## config.mk

```make
export PLATFORM = sky130hd
export DESIGN_NAME = rmch_ctrl
export DESIGN_NICKNAME = d
export VERILOG_FILES = /design/src/sv/rmch_pkg.sv /design/src/sv/rmch_ctrl.sv
export SDC_FILE = /design/constraint.sdc
export NUM_CORES = 1
export LEC_CHECK = 0
export BUFFER_PORTS_ARGS = -buffer_cell sky130_fd_sc_hd__buf_2
export CAP_MARGIN = 40
export CORE_MARGIN = 4
export CORE_UTILIZATION = 53
export CTS_CLUSTER_DIAMETER = 30
export DETAILED_ROUTE_END_ITERATION = 10
export PLACE_DENSITY = 0.78
export REMOVE_ABC_BUFFERS = 1
export SLEW_MARGIN = 10
export SYNTH_ARGS = -nofsm -noshare
export SYNTH_HDL_FRONTEND = slang
export SYNTH_SLANG_ARGS = --single-unit
```

## constraint.sdc

```tcl
create_clock -name clk_i -period 2.6 [get_ports clk_i]
set_input_delay 0.39 -clock clk_i [delete_from_list [all_inputs] [get_ports clk_i]]
set_output_delay 0.39 -clock clk_i [all_outputs]
set_load 0.01 [all_outputs]
```

## src/sv/rmch_pkg.sv

```systemverilog
`default_nettype none
package rmch_pkg;

  localparam int W   = 120;
  localparam int LW  = 68;
  localparam int SW  = 33;
  localparam int N_UOP     = 24;
  localparam int MAC_STEPS = 5;
  localparam int DIV_STEPS = 32;

  localparam logic [2:0] CFG_ORG_X = 3'd0;
  localparam logic [2:0] CFG_ORG_Y = 3'd1;
  localparam logic [2:0] CFG_ORG_Z = 3'd2;
  localparam logic [2:0] CFG_DIR_X = 3'd3;
  localparam logic [2:0] CFG_DIR_Y = 3'd4;
  localparam logic [2:0] CFG_DIR_Z = 3'd5;
  localparam logic [2:0] CFG_DET_EPS = 3'd6;
  localparam logic [2:0] CFG_HIT_EPS = 3'd7;

  typedef enum logic [3:0] {
    ST_IDLE, ST_LOAD, ST_MAC, ST_NORM, ST_CHECK, ST_DIV, ST_UPDATE, ST_EMIT
  } state_e;

  typedef enum logic [3:0] {
    SH_DIR0, SH_DIR1, SH_DIR2, SH_E1_0, SH_E1_1, SH_E1_2,
    SH_E2_0, SH_E2_1, SH_E2_2, SH_S0, SH_S1, SH_S2
  } sh_sel_e;

  typedef enum logic [3:0] {
    LG_E1_0, LG_E1_1, LG_E1_2, LG_E2_0, LG_E2_1, LG_E2_2,
    LG_H0, LG_H1, LG_H2, LG_Q0, LG_Q1, LG_Q2
  } lg_sel_e;

  typedef enum logic [3:0] {
    DST_NONE, DST_H0, DST_H1, DST_H2, DST_Q0, DST_Q1, DST_Q2,
    DST_A, DST_U, DST_V, DST_T
  } dst_e;

  typedef struct packed {
    sh_sel_e sh;
    lg_sel_e lg;
    logic    sub;
    logic    first;
    dst_e    dst;
  } uop_t;

  typedef struct packed {
    logic       capture;
    logic       load;
    logic       step;
    logic       last_step;
    logic       norm;
    logic       check;
    logic       div_step;
    logic       update;
    logic       emit;
    logic [4:0] op;
  } cmd_t;

  typedef struct packed {
    logic last;
    logic out_free;
  } sts_t;

  function automatic uop_t get_uop(input logic [4:0] idx);
    uop_t u;
    u = '{sh: SH_DIR0, lg: LG_E1_0, sub: 1'b0, first: 1'b0, dst: DST_NONE};
    case (idx)
      5'd0:  u = '{SH_DIR1, LG_E2_2, 1'b0, 1'b1, DST_NONE};
      5'd1:  u = '{SH_DIR2, LG_E2_1, 1'b1, 1'b0, DST_H0};
      5'd2:  u = '{SH_DIR2, LG_E2_0, 1'b0, 1'b1, DST_NONE};
      5'd3:  u = '{SH_DIR0, LG_E2_2, 1'b1, 1'b0, DST_H1};
      5'd4:  u = '{SH_DIR0, LG_E2_1, 1'b0, 1'b1, DST_NONE};
      5'd5:  u = '{SH_DIR1, LG_E2_0, 1'b1, 1'b0, DST_H2};
      5'd6:  u = '{SH_E1_0, LG_H0, 1'b0, 1'b1, DST_NONE};
      5'd7:  u = '{SH_E1_1, LG_H1, 1'b0, 1'b0, DST_NONE};
      5'd8:  u = '{SH_E1_2, LG_H2, 1'b0, 1'b0, DST_A};
      5'd9:  u = '{SH_S1, LG_E1_2, 1'b0, 1'b1, DST_NONE};
      5'd10: u = '{SH_S2, LG_E1_1, 1'b1, 1'b0, DST_Q0};
      5'd11: u = '{SH_S2, LG_E1_0, 1'b0, 1'b1, DST_NONE};
      5'd12: u = '{SH_S0, LG_E1_2, 1'b1, 1'b0, DST_Q1};
      5'd13: u = '{SH_S0, LG_E1_1, 1'b0, 1'b1, DST_NONE};
      5'd14: u = '{SH_S1, LG_E1_0, 1'b1, 1'b0, DST_Q2};
      5'd15: u = '{SH_S0, LG_H0, 1'b0, 1'b1, DST_NONE};
      5'd16: u = '{SH_S1, LG_H1, 1'b0, 1'b0, DST_NONE};
      5'd17: u = '{SH_S2, LG_H2, 1'b0, 1'b0, DST_U};
      5'd18: u = '{SH_DIR0, LG_Q0, 1'b0, 1'b1, DST_NONE};
      5'd19: u = '{SH_DIR1, LG_Q1, 1'b0, 1'b0, DST_NONE};
      5'd20: u = '{SH_DIR2, LG_Q2, 1'b0, 1'b0, DST_V};
      5'd21: u = '{SH_E2_0, LG_Q0, 1'b0, 1'b1, DST_NONE};
      5'd22: u = '{SH_E2_1, LG_Q1, 1'b0, 1'b0, DST_NONE};
      5'd23: u = '{SH_E2_2, LG_Q2, 1'b0, 1'b0, DST_T};
      default: u = '{SH_DIR0, LG_E1_0, 1'b0, 1'b0, DST_NONE};
    endcase
    return u;
  endfunction

endpackage
`default_nettype wire

```

## src/sv/rmch_ctrl.sv

```systemverilog
`default_nettype none
module rmch_ctrl
  import rmch_pkg::*;
(
  input  wire logic clk_i,
  input  wire logic rst_ni,
  input  wire logic in_valid_i,
  output logic      in_ready_o,
  input  wire sts_t sts_i,
  output cmd_t      cmd_o
);

  state_e     state_q, state_d;
  logic [4:0] op_q, op_d;
  logic [4:0] cnt_q, cnt_d;

  always_ff @(posedge clk_i or negedge rst_ni) begin
    if (!rst_ni) begin
      state_q <= ST_IDLE;
      op_q    <= '0;
      cnt_q   <= '0;
    end else begin
      state_q <= state_d;
      op_q    <= op_d;
      cnt_q   <= cnt_d;
    end
  end

  always_comb begin
    state_d = state_q;
    op_d    = op_q;
    cnt_d   = cnt_q;
    case (state_q)
      ST_IDLE: begin
        if (in_valid_i) begin
          state_d = ST_LOAD;
          op_d    = '0;
        end
      end
      ST_LOAD: begin
        state_d = ST_MAC;
        cnt_d   = '0;
      end
      ST_MAC: begin
        if (cnt_q == 5'(MAC_STEPS - 1)) begin
          if (op_q == 5'(N_UOP - 1)) begin
            state_d = ST_NORM;
          end else begin
            op_d    = op_q + 5'd1;
            state_d = ST_LOAD;
          end
        end else begin
          cnt_d = cnt_q + 5'd1;
        end
      end
      ST_NORM:  state_d = ST_CHECK;
      ST_CHECK: begin
        state_d = ST_DIV;
        cnt_d   = '0;
      end
      ST_DIV: begin
        if (cnt_q == 5'(DIV_STEPS - 1)) begin
          state_d = ST_UPDATE;
        end else begin
          cnt_d = cnt_q + 5'd1;
        end
      end
      ST_UPDATE: state_d = sts_i.last ? ST_EMIT : ST_IDLE;
      ST_EMIT: begin
        if (sts_i.out_free) begin
          state_d = ST_IDLE;
        end
      end
      default: state_d = ST_IDLE;
    endcase
  end

  always_comb begin
    cmd_o           = '0;
    cmd_o.op        = op_q;
    cmd_o.last_step = (cnt_q == 5'(MAC_STEPS - 1));
    in_ready_o      = 1'b0;
    case (state_q)
      ST_IDLE: begin
        in_ready_o    = 1'b1;
        cmd_o.capture = in_valid_i;
      end
      ST_LOAD:   cmd_o.load = 1'b1;
      ST_MAC:    cmd_o.step = 1'b1;
      ST_NORM:   cmd_o.norm = 1'b1;
      ST_CHECK:  cmd_o.check = 1'b1;
      ST_DIV:    cmd_o.div_step = 1'b1;
      ST_UPDATE: cmd_o.update = 1'b1;
      ST_EMIT:   cmd_o.emit = sts_i.out_free;
      default:   cmd_o = '0;
    endcase
  end

endmodule
`default_nettype wire

```

==> results.yml, run 1 <==
yosys:
  synth-seq-area-share_pct: 33.9
  synth_cell_types: 42
  syn-cell-area_um2: 961
  ys.warnings.count: 0
  async_flop_share_pct: 100
  synthFlopType: "dfrtp_1"
  synth_edf_count: 0
  synth.ff_latch_count: 13
  synthesis.instances: 112
  syn_avg_cell_area_um2: 8.58
clock_tree:
  insertion_delay_ns: 0.28
  cts_tree: "yes"
  root_buffer: "clkbuf_4"
  numCtsBuffers: 3
  htreeDepth: 1
  cts.clk_slew.worst_paths_ns: 0.08
  cts_setup_buffers: 0
  numClockSinks: 13
  cts.path.max_buffers: 2
worst_setup_path:
  crit_fanout: 7
  start_kind: "flop"
  critPathArrivalTime_ns: 2.32
  crit_required_ns: 2.82
  path_class: "reg2reg"
  end_kind: "flop"
sta:
  slew_headroom_pct: 63.3
  grt_setup_unrepaired: "no"
  fin_crit_ns: 2.10
  finalHoldViolations: 0
  fmax_mhz: 477
  finalWorstSetupSlack_ns: 0.502
  fin_crit_sh_pct: 80.7
  slew_viol_final: 0
  setup_violations: 0
  setup_tns_ns: 0
  tightestPinTransition_ns: 0.551
  skew_ns: 0.00231
  fin_hold_ws_ns: 0.441
routing:
  drc: 0
  vias_per_cell: 5.97
  ant_nets: 0
  dr.pass1.iters: 4
  wirelength_mm: 2.04
  routedWlPerCell_um: 13.6
  vias: 896
  initialDrtViolationCount: 31
final_layout:
  fin_nets: 135
  drive_above_1_share_pct: 25.6
  seq_area_um2: 325
  antennaDiodeCount: 0
  postLayoutCoreUtil_pct: 61.7
  area_growth_pct: 10.9
  fill_cells: 166
  multiInputGateArea_um2: 533
  fin_cells: 150
  final_area_um2: 1070
  layout_common_cells: "buf_2, dfrtp_1, nand3_1"
  layout_commonest_cell: "buf_2"
global_route:
  grt_max_degree: 22
  met1_usage_pct: 23.0
  grt_use_met2_pct: 29.6
  overflow: 0
  top_usage_layer: "met2"
  grt_pass1_vias: 805
  use_met3_pct: 7.12
  grt_pass1_wl_mm: 3.66
  grtUsageTotal_pct: 18.6
  antenna_found_initial: 0
placement:
  dp_cells: 145
  place_area_um2: 1030
  dp_hpwl_mm: 1.50
  pre_cts_ws_ns: 0.530
  portBuffers: 19
  place.gp.congestion: 0.847
min_path:
  hold_path.class: "in2reg"
die:
  rows: 15
  die_w_um: 50.6
  core_area_um2: 1730
  die_h_um: 50.6
  initial_core_util_pct: 55.7
  dieArea_um2: 2560
  num_io_pins: 20
power:
  p_leak_nw: 0.503
  p_total_mw: 1.21
  power_density_nw_per_um2: 1130
  ir_drop_v: 0.000448
outcome:
  outcome: "completed"
flow_run:
  timing.max_cap.violations: 0
[per-layer routing]
layer,part of all wire [%],wire [um],up-vias
met2,48,984,23
met3,6.1,125,4
met5,0,0,-
met1,45,910,439
met4,1.2,24,0
li1,-,-,430
[repair_timing]
action,CTS,global route
hold buffers,1,0
gates resized for setup,0,0
endpoints found under the hold margin,13,0
[cell usage after synthesis, types with 2 or more instances]
cell       n  area (um2)
a21oi_1    3        15.0
a22o_2     2        20.0
a31oi_1    3        18.8
and3_1     2        12.5
buf_6      2        22.5
clkbuf_1   7        26.3
dfrtp_1   13         325
ha_1       4        50.1
inv_1     10        37.5
mux2_2     2        22.5
nand2_1    5        18.8
nand2b_1   3        18.8
nand3_1   11        55.1
nor2_1     7        26.3
nor3_1     2        10.0
nor3b_1    3        22.5
o211ai_1   2        15.0
o21ai_0    5        25.0
o21bai_1   2        15.0
o221ai_1   2        17.5
[sequential cells by signal, indices dropped and copies added (netlist names)]
| register | count |
|---|---|
| state_q | 3 |
| op_q | 5 |
| cnt_q | 5 |
[power breakdown]
part / total [mW] / internal, mW / switching [mW] / leakage, nW
sequential: 0.441 / 0.276 / 0.165 / 0.155
clock: 0.126 / 0.0595 / 0.0660 / 0.0150
combinational: 0.639 / 0.310 / 0.329 / 0.334
total: 1.21 / 0.645 / 0.560 / 0.503
[cells by family (layout without fill, tap and decap cells)]
| group | after synthesis | in the layout | synth area share, % |
|---|---|---|---|
| multiplexers | 3 | 3 | 3.39 |
| adder cells (fa/ha/maj) | 4 | 4 | 5.21 |
| AO/OA/AOI/OAI | 27 | 27 | 21.7 |
| flip-flops | 13 | 13 | 33.9 |
| buffers and inverters | 22 | 35 | 10.7 |
| AND/OR/NAND/NOR | 43 | 43 | 25.1 |
[critical path, stage by stage, from the launching register on]
cell and delay [ns]:
dfrtp_1 0.42, ha_1 0.23, and3_2 0.22, ha_1 0.21, and3_1 0.20, o32a_4 0.24, or4b_1 0.46, nand2_1 0.07
[final timing paths]
| path | start | end | slack (ns) | cells after the start |
|---|---|---|---|---|
| hold reg to reg | cnt_q[4] | cnt_q[4] | 0.56 | 1 |
| min in group asynchronous | rst_ni | state_q[2] | 0.52 | 2 |
| max in group asynchronous | rst_ni | op_q[1] | 1.85 | 2 |
| setup / recovery | cnt_q[0] | cnt_q[2] | 0.50 | 7 |
| hold / removal | sts_i[1] | state_q[0] | 0.44 | 3 |
| setup reg to reg | cnt_q[0] | cnt_q[2] | 0.50 | 7 |
[layout make-up]
type,instances,share of cell area (%)
clock buffers,4,2.46
flip-flops and latches,13,30.5
well taps,25,2.93
inverters,10,3.52
multi-input cells,77,50.0
repair buffers,21,10.6
(Power assumes the default switching activity.)
==> run 2: changes to the inputs <==
- clock period: 2.6 -> 2.2 ns (I/O delays scaled with it)
==> run 2 against run 1 <==
  * Flip-flop and latch count stayed put
  * Maximum frequency rose by 1.0%
  * Setup slack got worse by 0.38 ns
  * Non-clock buffer count grew 3
  * Clock-buffer cell count stayed put
  * Wire length decreased by 0.29%
  * Final cell count grew 2.0%
  * Via count fell by 4.2%
  * Global-route usage is 0.92 points lower
  * Register-to-register slack got worse by 0.38 ns
  * Sequential share of layout area fell by 0.63 points
  * Clock power is 17% higher
  * Critical path type unchanged
  * Largest cell class unchanged
  * Largest power group unchanged
==> results.yml, run 2 (synthesis gave the netlist of run 1 again) <==
worst_setup_path:
  crit_fanout: 7
  critPathArrivalTime_ns: 2.29
  crit_required_ns: 2.42
  slowest_delay_ns: 0.47
  crit_chain: "ha_1, and3_2, ha_1, and3_1, o32a_4, or4b_1, nand2_1"
  crit_slowest_cell: "or4b_1"
  cp_top_family: "simple AND/OR/NAND/NOR gates"
  crit_top_cell: "ha_1"
  end_kind: "flop"
  start_kind: "flop"
  path_buf_inv: 0
  path_class: "reg2reg"
global_route:
  grt_max_degree: 19
  overflow: 0
  grtUsageTotal_pct: 17.7
  grt_pass1_vias: 763
  grt_pass1_wl_mm: 3.42
  antenna_found_initial: 0
final_layout:
  postLayoutCoreUtil_pct: 63.0
  seq_area_um2: 325
  antennaDiodeCount: 0
  layout_commonest_cell: "buf_2"
  fin_nets: 138
  fill_cells: 157
  drive_above_1_share_pct: 27.3
  layout_common_cells: "buf_2, dfrtp_1, nand3_1"
  area_growth_pct: 13.3
  top_regs: "cnt_q (5), op_q (5), state_q (3)"
  multiInputGateArea_um2: 533
die:
  num_io_pins: 20
  rows: 15
  core_area_um2: 1730
  initial_core_util_pct: 55.7
  die_w_um: 50.6
  die_h_um: 50.6
  dieArea_um2: 2560
sta:
  tightestPinTransition_ns: 0.492
  fmax_mhz: 482
  fin_crit_ns: 2.08
  finalHoldViolations: 0
  grt_setup_unrepaired: "no"
  slew_viol_final: 0
  setup_tns_ns: 0
  slew_headroom_pct: 67.2
  finalWorstSetupSlack_ns: 0.124
  fin_crit_sh_pct: 94.4
  setup_violations: 0
  skew_ns: 0.00306
placement:
  dp_hpwl_mm: 1.50
  portBuffers: 19
  place.gp.congestion: 0.893
  pre_cts_ws_ns: 0.140
routing:
  initialDrtViolationCount: 14
  vias_per_cell: 5.61
  dr.pass1.iters: 5
  drc: 0
  ant_nets: 0
  vias: 858
  wirelength_mm: 2.04
  routedWlPerCell_um: 13.3
min_path:
  hold_path.class: "in2reg"
clock_tree:
  cts.path.max_buffers: 2
  cts.clk_slew.worst_paths_ns: 0.08
  htreeDepth: 1
  root_buffer: "clkbuf_4"
  insertion_delay_ns: 0.28
  numClockSinks: 13
  cts_tree: "yes"
  numCtsBuffers: 3
power:
  p_leak_nw: 0.517
  power_density_nw_per_um2: 1340
  ir_drop_v: 0.000703
  p_total_mw: 1.46
flow_run:
  timing.max_cap.violations: 0
outcome:
  outcome: "completed"
run 2: cell count changes in the layout (fill, tap and decap cells not counted), sizes merged:
cell,change
buf,+3
run 2: what timing repair did:
| action | 4_1_cts | 5_1_grt |
|---|---|---|
| hold buffers | 1 | 0 |
| hold endpoints to repair | 13 | 0 |
| gates resized for setup | 0 | 0 |
| setup buffers | 0 | 0 |
run 2: tightest hold or removal path: stages:
cell and delay, ns:
buf_2 0.08, o21bai_1 0.08, a22oi_1 0.15
run 2: stage by stage:
step	cells	hold WS (ns)	cell area (um2)
after floorplan	100	0.0344	896
after global routing	153	0.449	1090
after CTS	153	0.423	1090
after detailed placement	148	0.234	1050
final	153	0.420	1090
after global placement	148	0.237	1050
run 2: final timing paths:
check	endpoint	depth (start not counted)	startpoint	slack [ns]
max	cnt_q[2]	7	cnt_q[0]	0.12
min	state_q[0]	3	sts_i[1]	0.42
max reg2reg	cnt_q[2]	7	cnt_q[0]	0.12
min reg2reg	cnt_q[4]	1	cnt_q[4]	0.55
max in group asynchronous	op_q[1]	2	rst_ni	1.50
min in group asynchronous	state_q[2]	2	rst_ni	0.47
run 2: routing by layer:
layer,share of wire (%),wire [um],up-vias,track usage (%)
met1,46,944,404,21.9
met5,0,0,-,0
met4,1.2,25,0,6.73
li1,-,-,433,-
met3,5.3,107,2,5.93
met2,47,960,19,28.3
run 2: report_power, final:
part	total [mW]	internal [mW]	leakage, nW	switching, mW
logic	0.846	0.392	0.348	0.454
registers	0.464	0.327	0.155	0.136
clock network	0.148	0.0703	0.0150	0.0781
total	1.46	0.790	0.517	0.668
run 2: final cells by class:
type,instances,share of cell area [%]
clock buffers,4,2.41
repair buffers,24,12.4
well taps,25,2.87
flip-flops and latches,13,29.9
inverters,10,3.45
multi-input cells,77,49.0
==> run 3: changes to the inputs <==
- BUFFER_PORTS_ARGS: -buffer_cell sky130_fd_sc_hd__buf_2 -> unset
- CORE_UTILIZATION: 53 -> 60
- CTS_BUF_LIST: unset -> sky130_fd_sc_hd__clkbuf_4 sky130_fd_sc_hd__clkbuf_8
- DONT_BUFFER_PORTS: unset -> 1
- PLACE_DENSITY: 0.78 -> 0.76
==> run 3 against run 2 <==
  * Flip-flop and latch count stayed put
  * Clock skew is 0.0043 ns higher
  * Highest routed layer unchanged
  * Sequential share of layout area is 3.0 points higher
  * Wire length is 3.9% higher
  * Clock-buffer cell count stayed put
  * Die area is 9.9% lower
  * Final cell count is 18% lower
  * Sequential power is 9.7% higher
  * Setup slack worse by 0.0043 ns
==> results.yml, run 3 (synthesis gave the netlist of run 1 again) <==
clock_tree:
  cts_tree: "yes"
  numClockSinks: 13
  cts.path.max_buffers: 2
  cts_setup_buffers: 0
  htreeDepth: 1
  root_buffer: "clkbuf_4"
  numCtsBuffers: 3
  cts.clk_slew.worst_paths_ns: 0.09
  insertion_delay_ns: 0.27
sta:
  finalHoldViolations: 0
  grt_setup_unrepaired: "no"
  slew_headroom_pct: 59.6
  setup_tns_ns: 0
  fin_crit_sh_pct: 94.6
  skew_ns: 0.00734
  tightestPinTransition_ns: 0.603
  setup_violations: 0
  slew_viol_final: 0
  fin_crit_ns: 2.08
  fmax_mhz: 481
global_route:
  grt_max_degree: 19
  overflow: 0
  antenna_found_initial: 0
  grtUsageTotal_pct: 21.4
  grt_pass1_wl_mm: 3.42
  grt_pass1_vias: 723
power:
  ir_drop_v: 0.000839
  p_leak_nw: 0.435
  power_density_nw_per_um2: 1410
final_layout:
  final_area_um2: 988
  antennaDiodeCount: 0
  layout_common_cells: "dfrtp_1, nand3_1, inv_1"
  layout_commonest_cell: "dfrtp_1"
  fin_nets: 119
  drive_above_1_share_pct: 16.5
  top_regs: "cnt_q (5), op_q (5), state_q (3)"
  area_growth_pct: 2.86
routing:
  wirelength_mm: 2.12
  ant_nets: 0
  vias_per_cell: 6.66
  dr.pass1.iters: 4
  drc: 0
  initialDrtViolationCount: 18
  routedWlPerCell_um: 16.9
  vias: 832
worst_setup_path:
  critPathArrivalTime_ns: 2.29
  slowest_delay_ns: 0.47
  crit_slowest_cell: "or4b_1"
  crit_chain: "ha_2, and3_2, ha_1, and3_1, o32a_4, or4b_1, nand2_1"
  end_kind: "flop"
  start_kind: "flop"
  crit_required_ns: 2.41
  crit_fanout: 7
  path_class: "reg2reg"
die:
  die_h_um: 48.0
  core_area_um2: 1510
  initial_core_util_pct: 63.8
  die_w_um: 48.0
  dieArea_um2: 2310
  rows: 14
  num_io_pins: 20
placement:
  place.gp.congestion: 0.796
  portBuffers: 0
  dp_hpwl_mm: 1.51
  place_area_um2: 946
outcome:
  outcome: "completed"
flow_run:
  timing.max_cap.violations: 0
min_path:
  hold_path.class: "in2reg"
[run 3: changes by cell type in the layout (fill, tap and decap cells not counted)]
cell / delta
ha_1: -1
clkbuf_4: +1
clkbuf_1: -1
ha_2: +1
buf_2: -19
[run 3: power by group]
part / switching (mW) / internal, mW / total, mW
sequential: 0.183 / 0.326 / 0.509
clock: 0.0823 / 0.0824 / 0.165
combinational: 0.395 / 0.323 / 0.717
total: 0.660 / 0.732 / 1.39
[run 3: metal layers]
metal  GRT usage (%)  share of wire (%)  vias up
li1                -                  -      396
met1            29.1                 44      405
met2            32.7                 49       27
met3            6.77                6.0        4
met4            5.91                1.3        0
met5               0                  0        -
[run 3: final timing paths]
| check | from | end | slack (ns) | depth (start not counted) |
|---|---|---|---|---|
| worst min-delay path | sts_i[1] | state_q[0] | 0.27 | 2 |
| max in group asynchronous | rst_ni | cnt_q[0] | 1.31 | 1 |
| min in group asynchronous | rst_ni | op_q[4] | 0.49 | 1 |
| worst min register to register | cnt_q[4] | cnt_q[4] | 0.57 | 1 |
| worst max-delay path | cnt_q[0] | cnt_q[2] | 0.12 | 7 |
| worst max register to register | cnt_q[0] | cnt_q[2] | 0.12 | 7 |
[run 3: timing repair]
item                                    in CTS  in global routing
endpoints found under the hold margin       13                  0
hold buffers                                 1                  0
endpoints found under the setup margin       0                  1
gates resized for setup                      0                  1
[run 3: critical path, delay by kind of cell, from the launching register on]
family	cells	cell delay [ns]
simple gates	4	0.96
compound gates	1	0.24
fa+ha+maj	2	0.41
flops	1	0.42
[run 3: final cells by class]
type | instances | area (um2)
tap | 16 | 20.0
clock buffer | 4 | 30.0
timing repair buffer | 5 | 40.0
fill | 122 | 518
multi-input combinational | 77 | 536
sequential | 13 | 325
inverter | 10 | 37.5
[run 3: stage by stage]
| step | total power [mW] | setup slack, ns | cells | hold WS, ns | utilization (%) |
|---|---|---|---|---|---|
| after detailed placement | 1.22 | 0.132 | 120 | 0.0348 | 62.8 |
| after floorplan | 1.03 | 0.218 | 100 | 0.0344 | - |
| after CTS | 1.40 | 0.0966 | 125 | 0.267 | 65.4 |
| after global placement | 1.19 | 0.178 | 120 | 0.0347 | 62.8 |
| after global routing | 1.52 | 0.0150 | 125 | 0.262 | 65.6 |
| final | 1.39 | 0.119 | 125 | 0.267 | 65.6 |
